`src/hw/rtl/u8d_pkg.sv`:
```
// Package with the shared types and constants of the UTF-8 to UCS-2 decoder.
`timescale 1ns / 1ps

package u8d_pkg;

  // Result queue sizing: two results at most per input item.
  localparam int MAX_RES_PER_ITEM = 2;
  localparam int QUEUE_DEPTH      = 8;
  localparam int QUEUE_AW         = $clog2(QUEUE_DEPTH);
  localparam int QUEUE_CW         = $clog2(QUEUE_DEPTH + 1);
  // Highest fill that still leaves room for a stage item and a new item.
  localparam int READY_LIMIT      = QUEUE_DEPTH - MAX_RES_PER_ITEM;

  // Register map, counted in 32-bit words.
  localparam logic REG_MAX_UNITS = 1'b0;
  localparam logic [15:0] MAX_UNITS_RESET = 16'hFFFF;

  // Lead byte patterns.
  localparam logic [2:0] LEAD2_PAT = 3'b110;
  localparam logic [3:0] LEAD3_PAT = 4'hE;

  typedef struct packed {
    logic        end_res;
    logic [15:0] code_unit;
  } res_t;

  typedef struct packed {
    logic [7:0] in_byte;
    logic       last;
  } item_t;

  // Results that one decoded item pushes into the queue, first one first.
  typedef struct packed {
    logic [1:0] cnt;
    res_t       first;
    res_t       second;
  } wr_t;

  typedef struct packed {
    logic [QUEUE_CW-1:0] count;
  } q_stat_t;

endpackage

```
`src/hw/rtl/u8d_decode.sv`:
```
// Input register and per-byte decoding with the sequence state.
`timescale 1ns / 1ps

module u8d_decode (
  input  logic          clk,
  input  logic          rst_n,
  input  logic          accept,
  input  u8d_pkg::item_t item,
  input  logic [15:0]   max_units,
  output logic          stage_valid,
  output u8d_pkg::wr_t  wr
);
  import u8d_pkg::*;

  typedef enum logic [1:0] {PEND_NONE, PEND_ONE, PEND_TWO} pend_t;

  logic        s_v_r;
  item_t       s_item_r;
  pend_t       pend_r, pend_nxt;
  logic [9:0]  partial_r, partial_nxt;
  logic [15:0] units_r, units_nxt;
  logic        unit_v;
  logic [15:0] unit_code;
  logic [7:0]  b;

  assign b = s_item_r.in_byte;

  always_comb begin
    pend_nxt    = pend_r;
    partial_nxt = partial_r;
    units_nxt   = units_r;
    unit_v      = 1'b0;
    unit_code   = '0;
    if (s_v_r) begin
      if (units_r < max_units) begin
        case (pend_r)
          PEND_TWO: begin
            partial_nxt = {partial_r[3:0], b[5:0]};
            pend_nxt    = PEND_ONE;
          end
          PEND_ONE: begin
            unit_v      = 1'b1;
            unit_code   = {partial_r, b[5:0]};
            partial_nxt = '0;
            pend_nxt    = PEND_NONE;
            units_nxt   = units_r + 16'd1;
          end
          default: begin
            if (!b[7]) begin
              unit_v    = 1'b1;
              unit_code = {8'h00, b};
              units_nxt = units_r + 16'd1;
            end else if (b[7:5] == LEAD2_PAT) begin
              partial_nxt = {5'b0, b[4:0]};
              pend_nxt    = PEND_ONE;
            end else if (b[7:4] == LEAD3_PAT) begin
              partial_nxt = {6'b0, b[3:0]};
              pend_nxt    = PEND_TWO;
            end
            // Stray continuations and F0-FF leave the state as it is.
          end
        endcase
      end
      if (s_item_r.last) begin
        pend_nxt    = PEND_NONE;
        partial_nxt = '0;
        units_nxt   = '0;
      end
    end
  end

  always_comb begin
    wr.cnt    = {1'b0, s_v_r & unit_v} + {1'b0, s_v_r & s_item_r.last};
    wr.first  = unit_v ? res_t'{end_res: 1'b0, code_unit: unit_code}
                       : res_t'{end_res: 1'b1, code_unit: 16'h0000};
    wr.second = res_t'{end_res: 1'b1, code_unit: 16'h0000};
  end

  assign stage_valid = s_v_r;

  always_ff @(posedge clk) begin
    if (!rst_n) begin
      s_v_r     <= 1'b0;
      pend_r    <= PEND_NONE;
      partial_r <= '0;
      units_r   <= '0;
    end else begin
      s_v_r     <= accept;
      pend_r    <= pend_nxt;
      partial_r <= partial_nxt;
      units_r   <= units_nxt;
    end
  end

  always_ff @(posedge clk) begin
    if (accept) begin
      s_item_r <= item;
    end
  end

endmodule

```
`src/hw/rtl/u8d_outq.sv`:
```
// Result queue that takes up to two results per cycle and hands out one.
`timescale 1ns / 1ps

module u8d_outq (
  input  logic             clk,
  input  logic             rst_n,
  input  u8d_pkg::wr_t     wr,
  input  logic             pop_ready,
  output logic             pop_valid,
  output u8d_pkg::res_t    pop_data,
  output u8d_pkg::q_stat_t stat
);
  import u8d_pkg::*;

  res_t                mem [QUEUE_DEPTH];
  logic [QUEUE_AW-1:0] wr_ptr_r, rd_ptr_r;
  logic [QUEUE_CW-1:0] count_r, count_nxt;
  logic [QUEUE_AW-1:0] wr_ptr_p1;
  logic                pop;

  assign wr_ptr_p1 = wr_ptr_r + {{(QUEUE_AW-1){1'b0}}, 1'b1};
  assign pop_valid = (count_r != '0);
  assign pop_data  = mem[rd_ptr_r];
  assign pop       = pop_valid & pop_ready;
  assign stat.count = count_r;

  assign count_nxt = count_r + {{(QUEUE_CW-2){1'b0}}, wr.cnt}
                   - {{(QUEUE_CW-1){1'b0}}, pop};

  always_ff @(posedge clk) begin
    if (!rst_n) begin
      wr_ptr_r <= '0;
      rd_ptr_r <= '0;
      count_r  <= '0;
    end else begin
      wr_ptr_r <= wr_ptr_r + {{(QUEUE_AW-2){1'b0}}, wr.cnt};
      if (pop) begin
        rd_ptr_r <= rd_ptr_r + {{(QUEUE_AW-1){1'b0}}, 1'b1};
      end
      count_r <= count_nxt;
    end
  end

  always_ff @(posedge clk) begin
    if (wr.cnt != 2'd0) begin
      mem[wr_ptr_r] <= wr.first;
    end
    if (wr.cnt == 2'd2) begin
      mem[wr_ptr_p1] <= wr.second;
    end
  end

endmodule

```
`src/hw/rtl/utf8_to_ucs2_decoder.sv`:
```
// Flow: an accepted byte is decoded from the stage register and its results are written
// into the result queue. Throughput: one byte per cycle unless the input stalls; a last
// byte yields up to two results, drained one a cycle while out_tready is high.
// Input stalls when the eight-entry result queue holds more than four results while a
// byte is in decode, or more than six otherwise. Reset (rst_n low, synchronous) empties
// the queue, clears the sequence state and sets max_units to 65535.
`timescale 1ns / 1ps

module utf8_to_ucs2_decoder (
  input  logic        clk,
  input  logic        rst_n,
  // Input stream: one UTF-8 byte per item.
  input  logic        in_tvalid,
  output logic        in_tready,
  input  logic [7:0]  in_tdata,   // [7:0] in_byte
  input  logic        in_tlast,   // last byte of the stream
  // Result stream: one UCS-2 code unit per item.
  output logic        out_tvalid,
  input  logic        out_tready,
  output logic [15:0] out_tdata,  // [15:0] code_unit
  output logic        out_tlast,  // end_res: set only on the zero terminator
  // Configuration port.
  input  logic        cfg_psel,
  input  logic        cfg_penable,
  input  logic        cfg_pwrite,
  input  logic [2:0]  cfg_paddr,
  input  logic [31:0] cfg_pwdata,
  output logic [31:0] cfg_prdata,
  output logic        cfg_pready
);
  import u8d_pkg::*;

  logic [15:0] max_units_r;
  logic        accept;
  logic        stage_valid;
  item_t       item;
  wr_t         wr;
  res_t        res;
  q_stat_t     qstat;
  logic [QUEUE_CW-1:0] fill_bound;

  // The register file holds one word; the upper address bit selects the word and
  // addresses beyond it are ignored on write and read back as zero.
  assign cfg_pready = 1'b1;
  assign cfg_prdata = (cfg_paddr[2] == REG_MAX_UNITS) ? {16'h0000, max_units_r} : 32'h0;

  always_ff @(posedge clk) begin
    if (!rst_n) begin
      max_units_r <= MAX_UNITS_RESET;
    end else if (cfg_psel && cfg_penable && cfg_pwrite && cfg_pready
                 && cfg_paddr[2] == REG_MAX_UNITS) begin
      max_units_r <= cfg_pwdata[15:0];
    end
  end

  // A new byte is taken only when the queue can absorb both the results of the
  // byte now being decoded and those of the new one, whatever the output does.
  // The bound is built from registered values only, so in_tready never depends
  // combinationally on out_tready.
  assign fill_bound = qstat.count
                    + (stage_valid ? QUEUE_CW'(MAX_RES_PER_ITEM) : '0);
  assign in_tready  = (fill_bound <= QUEUE_CW'(READY_LIMIT));
  assign accept     = in_tvalid & in_tready;

  assign item.in_byte = in_tdata;
  assign item.last    = in_tlast;

  u8d_decode u_decode (
    .clk         (clk),
    .rst_n       (rst_n),
    .accept      (accept),
    .item        (item),
    .max_units   (max_units_r),
    .stage_valid (stage_valid),
    .wr          (wr)
  );

  u8d_outq u_outq (
    .clk       (clk),
    .rst_n     (rst_n),
    .wr        (wr),
    .pop_ready (out_tready),
    .pop_valid (out_tvalid),
    .pop_data  (res),
    .stat      (qstat)
  );

  assign out_tdata = res.code_unit;
  assign out_tlast = res.end_res;

endmodule

```
`config.mk`:
```
export PLATFORM = sky130hd
export DESIGN_NAME = utf8_to_ucs2_decoder
export DESIGN_NICKNAME = d
export VERILOG_FILES = /design/src/hw/rtl/u8d_pkg.sv /design/src/hw/rtl/u8d_decode.sv /design/src/hw/rtl/u8d_outq.sv /design/src/hw/rtl/utf8_to_ucs2_decoder.sv
export SDC_FILE = /design/constraint.sdc
export NUM_CORES = 1
export LEC_CHECK = 0
export CORE_MARGIN = 8
export CORE_UTILIZATION = 50
export DETAILED_ROUTE_END_ITERATION = 12
export DONT_BUFFER_PORTS = 1
export GPL_TIMING_DRIVEN = 0
export SLEW_MARGIN = 30
export SYNTH_ARGS = -nofsm -noshare
export SYNTH_HDL_FRONTEND = slang
export SYNTH_HIERARCHICAL = 1
export SYNTH_SLANG_ARGS = --single-unit
```
`constraint.sdc`:
```
create_clock -name clk -period 5.5 [get_ports clk]
set_clock_uncertainty 0.2 [all_clocks]
set_input_delay 1.1 -clock clk [delete_from_list [all_inputs] [get_ports clk]]
set_output_delay 1.1 -clock clk [all_outputs]
set_load 0.01 [all_outputs]
```
==> impl_metrics.json <==
{
  "rsz0062_at_grt": "false",
  "first_iter_violations": 485,
  "yosys_warnings": 6,
  "critPathCaptureType": "flop",
  "die-area_mm2": 0.0271,
  "clockBufferDepth": 3,
  "final_common_cell": "mux2_2",
  "syn_avg_cell_area_um2": 13.3,
  "power_frac_comb_pct": 18.8,
  "yosysSeqAreaShare_pct": 50.0,
  "cts.reportedPaths.clkPinSlew_ns": 0.06,
  "cts_root_buffer": "clkbuf_16",
  "nets": 972,
  "ios": 103,
  "pwr-share-clk_pct": 36.0,
  "final_cell_mix": "mux2_2 (153), edfxtp_1 (145), dfxtp_1 (58), nor2b_1 (44), buf_4 (36)",
  "crit_path_cell_trace": "inv_1 -> ha_1 -> a41oi_1 -> o21ai_0 -> a21oi_1 -> nand3_1 -> a21oi_1 -> ha_1 -> nand4b_1 -> nor2_2 -> buf_4 -> mux2_2",
  "crit_fanout": 10,
  "grt_pass1_wl_mm": 40.7,
  "antenna_left": 0,
  "cts.sinks": 203,
  "power_w": 0.00392,
  "core-area_mm2": 0.0218,
  "area_delta_synth_final_pct": 12.7,
  "wire_per_inst_um": 22.1,
  "port_buffers": 0,
  "cts_resized": 0,
  "slowest_delay_ns": 0.63,
  "powerDensity_mw_per_mm2": 315,
  "hpwl_mm": 18.0,
  "async_reset_ff_share_pct": 0,
  "fin_crit_ns": 4.92,
  "h-tree-depth": 1,
  "setup_viol": 0,
  "slew_viol_final": 0,
  "grt_overflow": 0,
  "swShare_pct": 26.3,
  "n_fill_cell": 1793,
  "syn_area_mm2": 0.0110,
  "clock_latency_ns": 0.50,
  "cts_tree": "done",
  "p_leak_nw": 4.79,
  "finalHoldViolCount": 0,
  "yosys_register_bits": 203,
  "start_util_pct": 50.7,
  "grt_pass1_vias": 7184,
  "place_area_mm2": 0.0117,
  "numCtsBuffers": 23,
  "fin_crit_sh_pct": 89.5,
  "fin_setup_tns_ns": 0,
  "antenna_cells": 0,
  "ys.flop_type": "edfxtp_1",
  "groute.usage.overall_pct": 19.6,
  "criticalPathCategory": "flop to flop",
  "p_sw_w": 0.00103,
  "max-cap-violations": 0,
  "synth_cells": 826,
  "synthTopCellsByArea": "edfxtp_1 (39%), mux2_2 (16%), dfxtp_1 (11%)",
  "via_per_inst": 5.69,
  "tightest_slew_ns": 0.843,
  "stdcell_area_mm2": 0.0124,
  "row_count": 54,
  "grt_max_degree": 17,
  "num_vias": 6743,
  "place.gp.congestion": 0.811,
  "die_x_um": 165,
  "dieHeight_um": 165,
  "drive_gt1_share_pct": 37.5,
  "postCtsHoldBufs": 0,
  "holdCritPathClass": "flop to flop",
  "wl_mm": 26.2,
  "yosys.cell_types.count": 68,
  "antenna_found_initial": 0,
  "cts_setup_buffers": 0,
  "drc": 0,
  "crit_arrival_ns": 4.97,
  "max_freq_mhz": 203,
  "vdd_ir_drop_max_mv": 0.259,
  "firstDrtPassIters": 5,
  "outcome": "completed",
  "crit_path_top_delay_cell": "a21oi_1",
  "synth_edf_count": 145,
  "worst_setup_path_start_kind": "flop",
  "yosysTopAreaCellShare_pct": 39.5,
  "max_slew_margin_pct": 43.7,
  "yosysTopAreaCell": "edfxtp_1",
  "internal-power_w": 0.00289,
  "required_ns": 5.54,
  "p_seq_share_pct": 45.2
}
==> sequential cells by signal, summed over array words and instances (netlist names), named ones only <==
name                  flops
max_units_r              16
u_outq/mem              136
u_outq/wr_ptr_r           3
u_decode/units_r         16
u_decode/stage_valid      1
u_outq/stat               4
u_outq/rd_ptr_r           3
u_decode/s_item_r         1
u_decode/pend_r           2
u_decode/b                8
u_decode/partial_r       10
==> worst max-delay path: cells and delay by family (launching register included) <==
family,cells,cell delay (ns)
simple gates,3,1.23
buf+inv,2,0.44
fa+ha+maj,2,0.81
flops,1,0.35
compound gates,4,1.27
mux,1,0.37
==> layout make-up <==
class / instances / area [um^2] / area share (%)
Sequential cell: 203 / 5520 / 44.4
Multi-Input combinational cell: 551 / 5120 / 41.2
Inverter: 34 / 128 / 1.03
Tap cell: 280 / 350 / 2.82
Clock buffer: 37 / 672 / 5.41
Buffer: 68 / 482 / 3.88
Clock inverter: 4 / 20.0 / 0.161
Timing Repair Buffer: 9 / 140 / 1.13
==> Yosys cell counts (3+ instances only) <==
cell type,instances
a21oi_1,14
a21oi_2,5
and2_1,23
and2b_2,6
and3_1,9
buf_2,12
buf_4,36
buf_6,5
clkbuf_1,10
conb_1,4
dfxtp_1,58
edfxtp_1,145
ha_1,29
inv_1,34
mux2_2,153
mux2i_1,26
mux4_2,34
nand2_1,35
nand2_2,4
nand2b_1,9
nand3_1,15
nand4_1,5
nor2_1,14
nor2b_1,44
o21a_1,6
o21ai_0,16
o21ai_2,5
o22ai_1,3
o31ai_1,8
or3_2,6
or4_2,5
==> stage by stage <==
| stage | hold WS [ns] | instances | setup WS [ns] | utilization (%) |
|---|---|---|---|---|
| after global routing | 0.310 | 1186 | 0.244 | 57.1 |
| final | 0.269 | 1186 | 0.575 | 57.1 |
| after detailed placement | 0.259 | 1145 | 0.610 | 53.9 |
| after CTS | 0.275 | 1186 | 0.574 | 57.1 |
| after floorplan | 0.230 | 856 | 1.19 | - |
| after global placement | 0.264 | 1136 | -0.853 | 52.8 |
==> kinds of logic (layout without fill, tap and decap cells) <==
kind of cell / after synthesis / after routing / share of synthesized area (%)
multiplexers: 213 / 213 / 24.9
flip-flops: 203 / 203 / 50.0
AND/OR/NAND/NOR: 195 / 195 / 10.7
buffers and inverters: 102 / 152 / 5.53
AO/OA/AOI/OAI: 72 / 72 / 4.46
adder cells (fa/ha/maj): 31 / 31 / 3.65
XOR/XNOR: 6 / 6 / 0.613
other: 4 / 34 / 0.136
==> final timing paths <==
kind / startpoint / endpoint / slack (ns) / depth (start not counted)
min reg2reg: u_decode/partial_r[4]$_SDFFE_PN0P_ / u_decode/partial_r[4]$_SDFFE_PN0P_ / 0.27 / 2
max reg2reg: max_units_r[7]$_SDFFE_PN1P_ / u_outq/mem[2][7]$_DFFE_PP_ / 0.58 / 12
min: u_decode/partial_r[4]$_SDFFE_PN0P_ / u_decode/partial_r[4]$_SDFFE_PN0P_ / 0.27 / 2
max: max_units_r[7]$_SDFFE_PN1P_ / u_outq/mem[2][7]$_DFFE_PP_ / 0.58 / 12
==> power by group through the flow <==
stage	clock network, W	registers, W	logic [W]
final	0.00141	0.00177	0.000738
after detailed placement	0	0.00180	0.000742
after global routing	0.00151	0.00178	0.000811
after CTS	0.00145	0.00177	0.000748
after global placement	0	0.00180	0.000696
after floorplan	0	0.00178	0.000566
==> layer usage <==
layer / global-route usage (%) / vias up / part of all wire, %
li1: - / 3142 / -
met1: 24.6 / 3358 / 42
met2: 34.3 / 197 / 50
met3: 3.22 / 46 / 5.6
met4: 5.53 / 0 / 2.1
met5: 0 / - / 0
Power figures use the tool's default switching activity.
